<file path="src/dslt_pkg.sv">
// shared types, constants and arithmetic helpers of the dense sigmoid layer trainer
`timescale 1ns / 1ps
package dslt_pkg;

  localparam int BatchRowsDef    = 4;
  localparam int FeatureCountDef = 4;
  localparam int NeuronCountDef  = 4;

  localparam logic [15:0] LearnRateReset = 16'd655;
  localparam int AccW  = 40;
  localparam int ProdW = 57;

  typedef enum logic [2:0] {
    KIND_WEIGHT = 3'd0,
    KIND_BIAS   = 3'd1,
    KIND_FEAT   = 3'd2,
    KIND_TARGET = 3'd3,
    KIND_TRAIN  = 3'd4
  } kind_e;

  typedef enum logic [3:0] {
    OP_NOP,
    OP_LOAD,
    OP_F_INIT,
    OP_F_MAC,
    OP_F_Z,
    OP_F_SIG,
    OP_F_DZ1,
    OP_F_DZ2,
    OP_CLR,
    OP_G_MAC,
    OP_MUL,
    OP_G_UPD,
    OP_B_MAC,
    OP_B_UPD
  } op_e;

  typedef struct packed {
    op_e  op;
    logic last;
  } cmd_t;

  typedef struct packed {
    logic out_hold;
  } sts_t;

  function automatic logic [12:0] sig_tab(input logic [4:0] idx);
    logic [12:0] r;
    case (idx)
      5'd0:    r = 13'd2048;
      5'd1:    r = 13'd2550;
      5'd2:    r = 13'd2994;
      5'd3:    r = 13'd3349;
      5'd4:    r = 13'd3608;
      5'd5:    r = 13'd3785;
      5'd6:    r = 13'd3902;
      5'd7:    r = 13'd3976;
      5'd8:    r = 13'd4022;
      5'd9:    r = 13'd4051;
      5'd10:   r = 13'd4069;
      5'd11:   r = 13'd4079;
      5'd12:   r = 13'd4086;
      5'd13:   r = 13'd4090;
      5'd14:   r = 13'd4092;
      5'd15:   r = 13'd4094;
      default: r = 13'd4095;
    endcase
    return r;
  endfunction

  function automatic logic signed [15:0] sat16(input logic signed [39:0] x);
    logic signed [15:0] r;
    if (x > 40'sd32767) begin
      r = 16'sh7fff;
    end else if (x < -40'sd32768) begin
      r = 16'sh8000;
    end else begin
      r = x[15:0];
    end
    return r;
  endfunction

endpackage

</file>
<file path="src/dslt_ctrl.sv">
// sequencer for load, forward, gradient and update phases
`timescale 1ns / 1ps
module dslt_ctrl #(
  parameter int BATCH_ROWS    = dslt_pkg::BatchRowsDef,
  parameter int FEATURE_COUNT = dslt_pkg::FeatureCountDef,
  parameter int NEURON_COUNT  = dslt_pkg::NeuronCountDef,
  localparam int RW = (BATCH_ROWS > 1) ? $clog2(BATCH_ROWS) : 1,
  localparam int FW = (FEATURE_COUNT > 1) ? $clog2(FEATURE_COUNT) : 1,
  localparam int NW = (NEURON_COUNT > 1) ? $clog2(NEURON_COUNT) : 1
) (
  input  logic            clk_i,
  input  logic            rst_ni,
  input  logic            in_valid_i,
  input  logic [2:0]      kind_i,
  output logic            in_stall_o,
  input  dslt_pkg::sts_t  sts_i,
  output dslt_pkg::cmd_t  cmd_o,
  output logic [RW-1:0]   row_o,
  output logic [FW-1:0]   feat_o,
  output logic [NW-1:0]   neu_o
);

  typedef enum logic [3:0] {
    ST_IDLE, ST_F_INIT, ST_F_MAC, ST_F_Z, ST_F_SIG, ST_F_DZ1, ST_F_DZ2,
    ST_G_INIT, ST_G_MAC, ST_G_MUL, ST_G_UPD,
    ST_B_INIT, ST_B_MAC, ST_B_MUL, ST_B_UPD
  } state_e;

  localparam logic [RW-1:0] RowLast  = RW'(BATCH_ROWS - 1);
  localparam logic [FW-1:0] FeatLast = FW'(FEATURE_COUNT - 1);
  localparam logic [NW-1:0] NeuLast  = NW'(NEURON_COUNT - 1);

  state_e        state_q;
  logic [RW-1:0] i_q;
  logic [FW-1:0] k_q;
  logic [NW-1:0] j_q;
  logic          is_load;

  assign is_load = (kind_i == dslt_pkg::KIND_WEIGHT) || (kind_i == dslt_pkg::KIND_BIAS) ||
                   (kind_i == dslt_pkg::KIND_FEAT) || (kind_i == dslt_pkg::KIND_TARGET);

  always_ff @(posedge clk_i or negedge rst_ni) begin
    if (!rst_ni) begin
      state_q <= ST_IDLE;
      i_q     <= '0;
      j_q     <= '0;
      k_q     <= '0;
    end else begin
      unique case (state_q)
        ST_IDLE: begin
          i_q <= '0;
          j_q <= '0;
          k_q <= '0;
          if (in_valid_i && kind_i == dslt_pkg::KIND_TRAIN) state_q <= ST_F_INIT;
        end
        ST_F_INIT: begin
          k_q     <= '0;
          state_q <= ST_F_MAC;
        end
        ST_F_MAC: begin
          if (k_q == FeatLast) begin
            state_q <= ST_F_Z;
          end else begin
            k_q <= k_q + 1'b1;
          end
        end
        ST_F_Z: state_q <= ST_F_SIG;
        ST_F_SIG: if (!sts_i.out_hold) state_q <= ST_F_DZ1;
        ST_F_DZ1: state_q <= ST_F_DZ2;
        ST_F_DZ2: begin
          if (j_q == NeuLast) begin
            j_q <= '0;
            if (i_q == RowLast) begin
              i_q     <= '0;
              k_q     <= '0;
              state_q <= ST_G_INIT;
            end else begin
              i_q     <= i_q + 1'b1;
              state_q <= ST_F_INIT;
            end
          end else begin
            j_q     <= j_q + 1'b1;
            state_q <= ST_F_INIT;
          end
        end
        ST_G_INIT: begin
          i_q     <= '0;
          state_q <= ST_G_MAC;
        end
        ST_G_MAC: begin
          if (i_q == RowLast) begin
            state_q <= ST_G_MUL;
          end else begin
            i_q <= i_q + 1'b1;
          end
        end
        ST_G_MUL: state_q <= ST_G_UPD;
        ST_G_UPD: begin
          if (j_q == NeuLast) begin
            j_q <= '0;
            if (k_q == FeatLast) begin
              k_q     <= '0;
              state_q <= ST_B_INIT;
            end else begin
              k_q     <= k_q + 1'b1;
              state_q <= ST_G_INIT;
            end
          end else begin
            j_q     <= j_q + 1'b1;
            state_q <= ST_G_INIT;
          end
        end
        ST_B_INIT: begin
          i_q     <= '0;
          state_q <= ST_B_MAC;
        end
        ST_B_MAC: begin
          if (i_q == RowLast) begin
            state_q <= ST_B_MUL;
          end else begin
            i_q <= i_q + 1'b1;
          end
        end
        ST_B_MUL: state_q <= ST_B_UPD;
        ST_B_UPD: begin
          if (j_q == NeuLast) begin
            j_q     <= '0;
            state_q <= ST_IDLE;
          end else begin
            j_q     <= j_q + 1'b1;
            state_q <= ST_B_INIT;
          end
        end
        default: state_q <= ST_IDLE;
      endcase
    end
  end

  always_comb begin
    cmd_o.last = (i_q == RowLast) && (j_q == NeuLast);
    unique case (state_q)
      ST_IDLE:   cmd_o.op = (in_valid_i && is_load) ? dslt_pkg::OP_LOAD : dslt_pkg::OP_NOP;
      ST_F_INIT: cmd_o.op = dslt_pkg::OP_F_INIT;
      ST_F_MAC:  cmd_o.op = dslt_pkg::OP_F_MAC;
      ST_F_Z:    cmd_o.op = dslt_pkg::OP_F_Z;
      ST_F_SIG:  cmd_o.op = sts_i.out_hold ? dslt_pkg::OP_NOP : dslt_pkg::OP_F_SIG;
      ST_F_DZ1:  cmd_o.op = dslt_pkg::OP_F_DZ1;
      ST_F_DZ2:  cmd_o.op = dslt_pkg::OP_F_DZ2;
      ST_G_INIT, ST_B_INIT: cmd_o.op = dslt_pkg::OP_CLR;
      ST_G_MAC:  cmd_o.op = dslt_pkg::OP_G_MAC;
      ST_G_MUL, ST_B_MUL: cmd_o.op = dslt_pkg::OP_MUL;
      ST_G_UPD:  cmd_o.op = dslt_pkg::OP_G_UPD;
      ST_B_MAC:  cmd_o.op = dslt_pkg::OP_B_MAC;
      ST_B_UPD:  cmd_o.op = dslt_pkg::OP_B_UPD;
      default:   cmd_o.op = dslt_pkg::OP_NOP;
    endcase
  end

  assign in_stall_o = (state_q != ST_IDLE);
  assign row_o  = i_q;
  assign feat_o = k_q;
  assign neu_o  = j_q;

  a_sig_waits: assert property (@(posedge clk_i) disable iff (!rst_ni)
    (state_q == ST_F_SIG && sts_i.out_hold) |=> (state_q == ST_F_SIG))
    else $error("sigmoid step left while output item still held");

  a_bias_done: assert property (@(posedge clk_i) disable iff (!rst_ni)
    (state_q == ST_B_UPD && j_q == NeuLast) |=> (state_q == ST_IDLE))
    else $error("train step did not finish after last bias update");

  a_feat_range: assert property (@(posedge clk_i) disable iff (!rst_ni)
    (state_q == ST_F_MAC || state_q == ST_G_UPD) |-> (k_q <= FeatLast))
    else $error("feature counter out of range");

endmodule

</file>
<file path="config.mk">
export PLATFORM = sky130hd
export DESIGN_NAME = dslt_ctrl
export DESIGN_NICKNAME = d
export VERILOG_FILES = /design/src/dslt_pkg.sv /design/src/dslt_ctrl.sv
export SDC_FILE = /design/constraint.sdc
export NUM_CORES = 1
export LEC_CHECK = 0
export BUFFER_PORTS_ARGS = -buffer_cell sky130_fd_sc_hd__clkbuf_2
export CAP_MARGIN = 20
export CORE_MARGIN = 5
export CORE_UTILIZATION = 55
export CTS_BUF_LIST = sky130_fd_sc_hd__clkbuf_8
export DETAILED_ROUTE_END_ITERATION = 6
export PLACE_DENSITY = 0.81
export SLEW_MARGIN = 25
export SYNTH_ARGS = -nofsm -noshare
export SYNTH_HDL_FRONTEND = slang
export SYNTH_SLANG_ARGS = --single-unit
</file>
<file path="constraint.sdc">
create_clock -name clk_i -period 3 [get_ports clk_i]
set_input_delay 0.15 -clock clk_i [delete_from_list [all_inputs] [get_ports clk_i]]
set_output_delay 0.15 -clock clk_i [all_outputs]
set_load 0.005 [all_outputs]
</file>
; ---- Word-level counts from Yosys, hierarchy flattened
; Cells that the tools add are included.
[op_classes]
addsub = 3
multipliers = 0
n_div = 0
magnitude_cmp = 0
eq_ne = 31
shift = 0
mux = 26
n_bitwise = 0
n_reduce_logical = 21
[op_table]
columns = operator, count
row1 = $pmux 4 s15, 1
row2 = $pmux 4 s13, 1
row3 = $mux 4, 9
row4 = $eq 4x4->1 const B, 7
row5 = $ne 2x2->1 const B, 10
row6 = $mux 2, 9
row7 = $eq 4x3->1 const B, 4
row8 = $reduce_and 5->1, 2
row9 = $eq 4x2->1 const B, 2
row10 = $pmux 2 s4, 1
row11 = $reduce_bool 4->1, 2
row12 = $reduce_or 2->1, 4
row13 = $add 2x1->2 const B, 3
row14 = $eq 2x2->1 const B, 3
row15 = $eq 3x2->1 const B, 2
row16 = $mux 3, 2
row17 = $pmux 2 s3, 1
row18 = $reduce_or 3->1, 2
row19 = $eq 4x1->1 const B, 1
row20 = $logic_not 4->1, 1
row21 = $pmux 2 s2, 1
row22 = $eq 3x1->1 const B, 1
row23 = $eq 3x3->1 const B, 1
row24 = $logic_and 1x1->1, 3
row25 = other kinds (6), 8
[word_totals]
ff_bits = 10
latch_bits = 0
ram_bits = 0
rom_bits = 0
in_bits = 7
output_inout_bits = 12
word_cells = 85
memories = 0

; ---- Longest topological paths before layout
; Gate-level depths: netlist (run 1).
[depth]
depth_word = 7
ltp_mapped = 6
ltp_nobuf = 5

; ---- Worst setup path after synthesis (run 1)
; No wires, ideal clock.
[synth_timing]
kind = reg2reg
startpoint = register j_q[0] (netlist: neu_o[0])
endpoint = register i_q[0] (netlist: row_o[0])
setup_ns = 0.128
arrival_time_ns = 1.404
required_ns = 2.872
setup_slack_ns = 1.468
stages_incl_launch_ff = 6
path_buffers = 1
period_less_slack_ns = 1.532
path_cell_list = dfrtp_1 > ha_1 > clkbuf_1 > a221oi_2 > a21oi_2 > mux2_1
[synth_via]
elab_chain_cells = 3
[synth_rtl]
columns = item, line
row1 = "start, declared", dslt_ctrl.sv:36  ; logic [NW-1:0] j_q;
row2 = "start signal, assigned", dslt_ctrl.sv:82  ; j_q <= j_q + 1'b1;
row3 = "start signal, assigned", dslt_ctrl.sv:109  ; j_q <= j_q + 1'b1;
row4 = "start signal, assigned", dslt_ctrl.sv:130  ; j_q <= j_q + 1'b1;
row5 = $eq 2x2->1, dslt_ctrl.sv:71  ; if (j_q == NeuLast) begin
row6 = $ne 2x2->1 (no source line), -
row7 = $reduce_and 3->1 (no source line), -
row8 = "end signal, assigned", dslt_ctrl.sv:78  ; i_q <= i_q + 1'b1;
row9 = "end signal, assigned", dslt_ctrl.sv:94  ; i_q <= i_q + 1'b1;
row10 = "end signal, assigned", dslt_ctrl.sv:121  ; i_q <= i_q + 1'b1;
row11 = "end, declared", dslt_ctrl.sv:34  ; logic [RW-1:0] i_q;
; Every way passes these cells.
; A chain may end at the register's enable or synchronous reset.

; ---- Worst setup path in the final report (run 1)
[layout_timing]
startpoint = register state_q[3]
endpoint = register i_q[0] (netlist: row_o[0])
[layout_via]
elab_chain_cells = 4
word_cells_on_any_way = 13
cone_classes = eq/ne (7) / mux (1) / reduce/logical (5)
[layout_rtl]
columns = item, line
row1 = "start, declared", dslt_ctrl.sv:33  ; state_e state_q;
row2 = "start signal, assigned", dslt_ctrl.sv:44  ; state_q <= ST_IDLE;
row3 = "start signal, assigned", dslt_ctrl.sv:54  ; if (in_valid_i && kind_i == dslt_pkg::KIND_TRAIN) state_q <= ST_F_INIT;
row4 = "start signal, assigned", dslt_ctrl.sv:58  ; state_q <= ST_F_MAC;
row5 = $eq 4x3->1 (tied with other cells), dslt_ctrl.sv:49  ; unique case (state_q)
row6 = $reduce_or 3->1 (no source line) or $reduce_or 2->1 (tied branches), -
row7 = $reduce_bool 3->1 (no source line) or $ne 2x2->1 (tied branches), -
row8 = $reduce_and 3->1 (no source line), -
; Parallel ways exist; a longest one is shown, timed or not.

==> impl_metrics.py, run 1 <==
metrics = {
    "worst_setup_path": {
        "path_delay_family": "flip-flops",
        "max_stage_delay_ns": 0.81,
        "end_kind": "register",
        "critPathLaunch": "state_q[3]",
        "critPathBufInv": 0,
        "crit_type": "reg2reg",
        "critPathLaunchType": "register",
        "crit_arrival_ns": 1.96,
        "slowest_stage": "dfrtp_1",
        "worstReg2RegStart": "state_q[3]",
        "path_max_fanout": 21,
        "reg2reg_setup_slack_ns": 1.16,
        "critPathRequiredTime_ns": 3.11,
        "r2r_end": "row_o[0]",
        "reg2regPathDepth": 4,
        "crit_chain": "nor2b_1 -> o21ai_0 -> a21oi_2 -> mux2_1",
    },
    "global_routing": {
        "grt_pass1_wl_microns": 3300,
        "met1_usage": 0.221,
        "grt_pass1_vias": 747,
        "grt_use_met2": 0.258,
        "gr-max-usage-layer": "met2",
        "grt_max_degree": 22,
        "gr-usage-all-layers": 0.167,
        "gr-total-overflow": 0,
        "antenna_found_initial": 0,
        "met3_usage": 0.0211,
    },
    "sta": {
        "tns_ns": 0,
        "grt_setup_unrepaired": "false",
        "finalSetupViolations": 0,
        "min_period_ns": 1.84,
        "final.setup_skew_ns": 0.00190,
        "hold_viol": 0,
        "maxSlewHeadroom": 0.515,
        "slew_violations": 0,
        "max_slew.worst_pin.slew_ns": 0.728,
        "whs_ns": 0.252,
        "clock.fmax_ghz": 0.543,
        "finalCritPeriodShare": 0.614,
    },
    "pwr": {
        "ir_worst_vdd_mv": 0.544,
        "swShare": 0.446,
        "switchingPower_uw": 431,
        "p_int_uw": 535,
        "powerDensity_nw_per_um2": 1010,
        "power_uw": 966,
        "p_seq_frac": 0.325,
        "clkPwrFrac": 0.140,
        "power.leakage_nw": 0.447,
        "pwr-share-comb": 0.535,
    },
    "synthesis": {
        "async_reset_ff_frac": 1.00,
        "synth_nets": 112,
        "synth_top_cell_by_area": "dfrtp_1",
        "synthTopCellsByArea": "dfrtp_1, a21oi_1, a22o_1",
        "syn_area_per_cell_sq_um": 8.43,
        "synth-edff-count": 0,
        "netlist_area_sq_um": 860,
        "seq_area_frac_synth": 0.291,
        "yosysTopAreaCellShare": 0.291,
        "synth_common_cells": "a21oi_1, dfrtp_1, inv_1, o21ai_0, nand2_1",
        "synth.most_common_cell": "a21oi_1",
        "ys_seq_elements": 10,
        "synth_top_flop_cell": "dfrtp_1",
        "synth_cells": 102,
        "yosys_warnings": 0,
        "synth_cell_type_count": 37,
    },
    "cells_and_area": {
        "nets": 127,
        "drive_gt1_frac": 0.252,
        "syn_to_final_growth_pct": 11.5,
        "final_util": 0.644,
        "diodes": 0,
    },
    "min_path": {
        "min_path_cells": 4,
        "min_path_type": "in2reg",
        "min_to": "state_q[0]",
        "worstHoldStart": "kind_i[1]",
    },
    "die": {
        "die_x_microns": 49.5,
        "initial_core_util": 0.577,
        "core_area_sq_um": 1490,
        "fp.dieH_microns": 49.5,
        "row_count": 14,
        "dieArea_sq_um": 2450,
        "boundaryPins": 19,
    },
    "detailed_routing": {
        "wl_microns": 1920,
        "vias_per_cell": 6.13,
        "drc": 0,
        "wl_per_cell_microns": 14.6,
        "firstDrtPassIters": 4,
        "route.vias.total": 803,
        "ant_nets": 0,
        "drt_iter0_drc": 15,
    },
    "cts": {
        "cts_tree": "done",
        "clk_path_buf_depth": 2,
        "cts_setup_buffers": 0,
        "clk_latency_ns": 0.23,
        "cts_made_buffers": 3,
        "clk_pin_slew_worst_paths_ns": 0.05,
        "clockRootBuffer": "clkbuf_8",
        "postCtsResizedCells": 0,
        "clock_sinks": 10,
        "ctsHtreeMaxLevel": 1,
    },
    "placement": {
        "gp_congestion": 0.836,
        "hpwl_microns": 1400,
        "port_buffers": 18,
    },
    "run_status": {
        "status": "complete, no violations",
    },
    "run": {
        "maxCapViolCount": 0,
    },
}
==> power groups by stage <==
stage          Sequential [mW]  Combinational [mW]  Clock, mW
6_report                 0.314               0.517      0.136
3_5_place_dp             0.315               0.520          0
5_1_grt                  0.331               0.577      0.151
2_1_floorplan            0.224               0.496          0
3_3_place_gp             0.309               0.505          0
4_1_cts                  0.311               0.522      0.138
==> flip-flops by register name, indices dropped and copies added, names as in the netlist <==
signal and flops:
neu_o 2, row_o 2, feat_o 2, state_q 4
==> stage by stage <==
stage	cell area [sq um]	instances	setup WS (ns)
finish	958	131	1.16
floorplan	860	102	1.47
detailed placement	907	127	1.19
CTS	958	131	1.18
global route	958	131	1.02
global placement	907	127	1.24
==> area by class of cell <==
class                   count  area, sq um
well taps                  16         20.0
clock buffers               3         41.3
multi-input cells          74          513
flip-flops and latches     10          250
inverters                   9         33.8
repair buffers             19          100
fillers                   136          531
==> how the worst max path moves through the flow <==
| stage | to | depth (start not counted) | slack [ns] |
|---|---|---|---|
| CTS | cmd_o[3] | 5 | 1.18 |
| finish | row_o[0] | 4 | 1.16 |
| global route | cmd_o[3] | 5 | 1.02 |
| floorplan | row_o[0] | 5 | 1.47 |
| detailed placement | row_o[0] | 4 | 1.19 |
| global placement | row_o[0] | 4 | 1.24 |
==> tightest hold or removal path: stages <==
cell and delay [ns]:
clkbuf_2 0.07, o31ai_1 0.06, nand3_1 0.08, a21oi_1 0.06
==> logic make-up after synthesis <==
kind of cell,Yosys count,synth area share
AOI/OAI and AO/OA,39,0.309
muxes,4,0.0539
and+or+nand+nor,26,0.162
buffers and inverters,18,0.112
adders and majority gates,3,0.0437
DFF,10,0.291
xor gates and xnor gates,2,0.0291
==> metal layers <==
layer | share of wire | wire length, microns | vias to the layer above
met5 | 0 | 0 | -
met4 | 0.024 | 46 | 0
met3 | 0.050 | 95 | 5
met2 | 0.47 | 905 | 32
met1 | 0.45 | 870 | 371
li1 | - | - | 395
==> what timing repair did <==
action	CTS	global route
hold endpoints to repair	10	0
endpoints found under the setup margin	0	0
hold buffers	1	0
==> cell usage in the layout, fill, tap and decap left out, types with 2 or more instances in the layout <==
master    Yosys  final
clkbuf_2      0     18
a21oi_1      11     11
dfrtp_1      10     10
inv_1         9      9
o21ai_0       9      9
nand2_1       8      8
a22o_1        6      6
nand3_1       5      5
nor2_1        4      4
ha_1          3      3
clkbuf_8      0      3
nor2b_1       2      2
o31ai_1       2      2
a21oi_2       2      2
mux2i_1       2      2
Note: power is estimated with default switching activity, not from simulation.
==> inputs of run 2 (changes only) <==
--- a/config.mk
+++ b/config.mk
@@ -8,10 +8,10 @@
 export BUFFER_PORTS_ARGS = -buffer_cell sky130_fd_sc_hd__clkbuf_2
 export CAP_MARGIN = 20
 export CORE_MARGIN = 5
-export CORE_UTILIZATION = 55
+export CORE_UTILIZATION = 50
 export CTS_BUF_LIST = sky130_fd_sc_hd__clkbuf_8
 export DETAILED_ROUTE_END_ITERATION = 6
-export PLACE_DENSITY = 0.81
+export PLACE_DENSITY = 0.77
 export SLEW_MARGIN = 25
 export SYNTH_ARGS = -nofsm -noshare
 export SYNTH_HDL_FRONTEND = slang
==> constraint.sdc (replaced) <==
create_clock -name clk_i -period 1.6 [get_ports clk_i]
set_input_delay 0.08 -clock clk_i [delete_from_list [all_inputs] [get_ports clk_i]]
set_output_delay 0.08 -clock clk_i [all_outputs]
set_load 0.005 [all_outputs]
==> impl_metrics.py, run 2 (same netlist as run 1, synthesis figures left out) <==
metrics = {
    "run_status": {
        "status": "complete, no violations",
    },
    "cts": {
        "cts_made_buffers": 3,
        "clock_sinks": 10,
        "cts_tree": "done",
        "ctsHtreeMaxLevel": 1,
        "clk_latency_ns": 0.24,
        "clk_path_buf_depth": 2,
        "clk_pin_slew_worst_paths_ns": 0.05,
        "clockRootBuffer": "clkbuf_8",
    },
    "sta": {
        "hold_viol": 0,
        "finalCritPeriodShare": 0.952,
        "maxSlewHeadroom": 0.766,
        "whs_ns": 0.187,
        "setup_ws_ns": 0.0765,
        "slew_violations": 0,
        "clock.fmax_ghz": 0.656,
        "final.setup_skew_ns": 0.00459,
        "finalSetupViolations": 0,
        "min_period_ns": 1.52,
        "max_slew.worst_pin.slew_ns": 0.342,
    },
    "cells_and_area": {
        "stdcell_count": 149,
        "final_util": 0.655,
        "regMostFlops": "state_q",
        "multi_input_area_sq_um": 528,
        "drive_gt1_frac": 0.409,
        "fillers": 141,
        "seq_area_sq_um": 254,
        "syn_to_final_growth_pct": 28.7,
        "final_cell_area_sq_um": 1110,
        "diodes": 0,
        "final_common_cell": "clkbuf_2",
        "nets": 144,
        "largest_reg_flops": 4,
        "mostFrequentLayoutCells": "clkbuf_2, buf_4, a21oi_1, inv_1, o21ai_0",
    },
    "detailed_routing": {
        "wl_per_cell_microns": 15.3,
        "route.vias.total": 911,
        "vias_per_cell": 6.11,
        "drt_iter0_drc": 12,
        "drc": 0,
        "ant_nets": 0,
        "wl_microns": 2290,
        "firstDrtPassIters": 4,
    },
    "die": {
        "die_x_microns": 51.5,
        "core_area_sq_um": 1690,
        "fp.dieH_microns": 51.5,
        "boundaryPins": 19,
        "row_count": 15,
        "initial_core_util": 0.509,
        "dieArea_sq_um": 2650,
    },
    "worst_setup_path": {
        "critPathRequiredTime_ns": 1.52,
        "crit_arrival_ns": 1.44,
        "path_max_fanout": 7,
        "critPathLaunchType": "register",
        "end_kind": "output port",
        "crit_type": "reg2out",
    },
    "global_routing": {
        "gr-usage-all-layers": 0.184,
        "grt_pass1_vias": 887,
        "grt_pass1_wl_microns": 3700,
        "gr-total-overflow": 0,
        "antenna_found_initial": 0,
        "grt_max_degree": 13,
    },
    "pwr": {
        "power.leakage_nw": 0.528,
        "ir_worst_vdd_mv": 0.991,
        "powerDensity_nw_per_um2": 1920,
    },
    "run": {
        "maxCapViolCount": 0,
    },
    "min_path": {
        "min_path_type": "in2reg",
    },
    "placement": {
        "place_ws_ns": 0.0478,
        "gp_congestion": 0.875,
        "port_buffers": 18,
        "hpwl_microns": 1660,
        "dp_cells": 145,
        "place_area_sq_um": 1040,
    },
}
[run 2: worst max-delay path: stages (launching register included)]
cell,delay (ns)
dfrtp_2,0.45
buf_4,0.17
nor2b_2,0.15
buf_4,0.14
o21ai_0,0.06
o21ai_0,0.11
clkbuf_2,0.12
[run 2: report_power, final]
part / leakage [nW] / total, mW / internal, mW / switching [mW]
sequential: 0.127 / 0.484 / 0.353 / 0.131
combinational: 0.379 / 1.37 / 0.701 / 0.670
clock: 0.0216 / 0.268 / 0.165 / 0.103
[run 2: through the flow]
stage | total power, mW | setup TNS (ns)
2_1_floorplan | 1.35 | 0
3_3_place_gp | 1.77 | 0
3_5_place_dp | 1.81 | 0
4_1_cts | 2.10 | 0
5_1_grt | 2.29 | -0.00142
6_report | 2.12 | 0
[run 2: final timing paths]
check / cells after the start / from / to / slack (ns)
max in group asynchronous: 2 / rst_ni / state_q[0] / 1.11
worst min register to register: 2 / feat_o[1] / feat_o[1] / 0.55
min in group asynchronous: 2 / rst_ni / row_o[0] / 0.25
worst min-delay path: 4 / kind_i[0] / state_q[0] / 0.19
worst max register to register: 4 / state_q[1] / row_o[1] / 0.09
worst max-delay path: 6 / state_q[1] / cmd_o[2] / 0.08
[run 2: what timing repair did]
| item | CTS | global route |
|---|---|---|
| hold endpoints to repair | 10 | 0 |
| setup endpoints to repair | 1 | 6 |
| hold buffers | 1 | 0 |
| gates cloned | 0 | 0 |
| setup buffers | 0 | 0 |
| gates resized for setup | 1 | 7 |
| pin swaps | 0 | 1 |
[run 2: area by class of cell]
type,instances,share of cell area
multi-input combinational,74,0.477
sequential,10,0.230
timing repair buffer,36,0.206
clock buffer,3,0.0373
inverter,9,0.0305
tap,17,0.0192
[run 2: layer usage]
metal	wire length (microns)	global-route usage
met5	0	0
met4	34	0.0742
met3	93	0.0350
met2	1220	0.335
met1	939	0.206
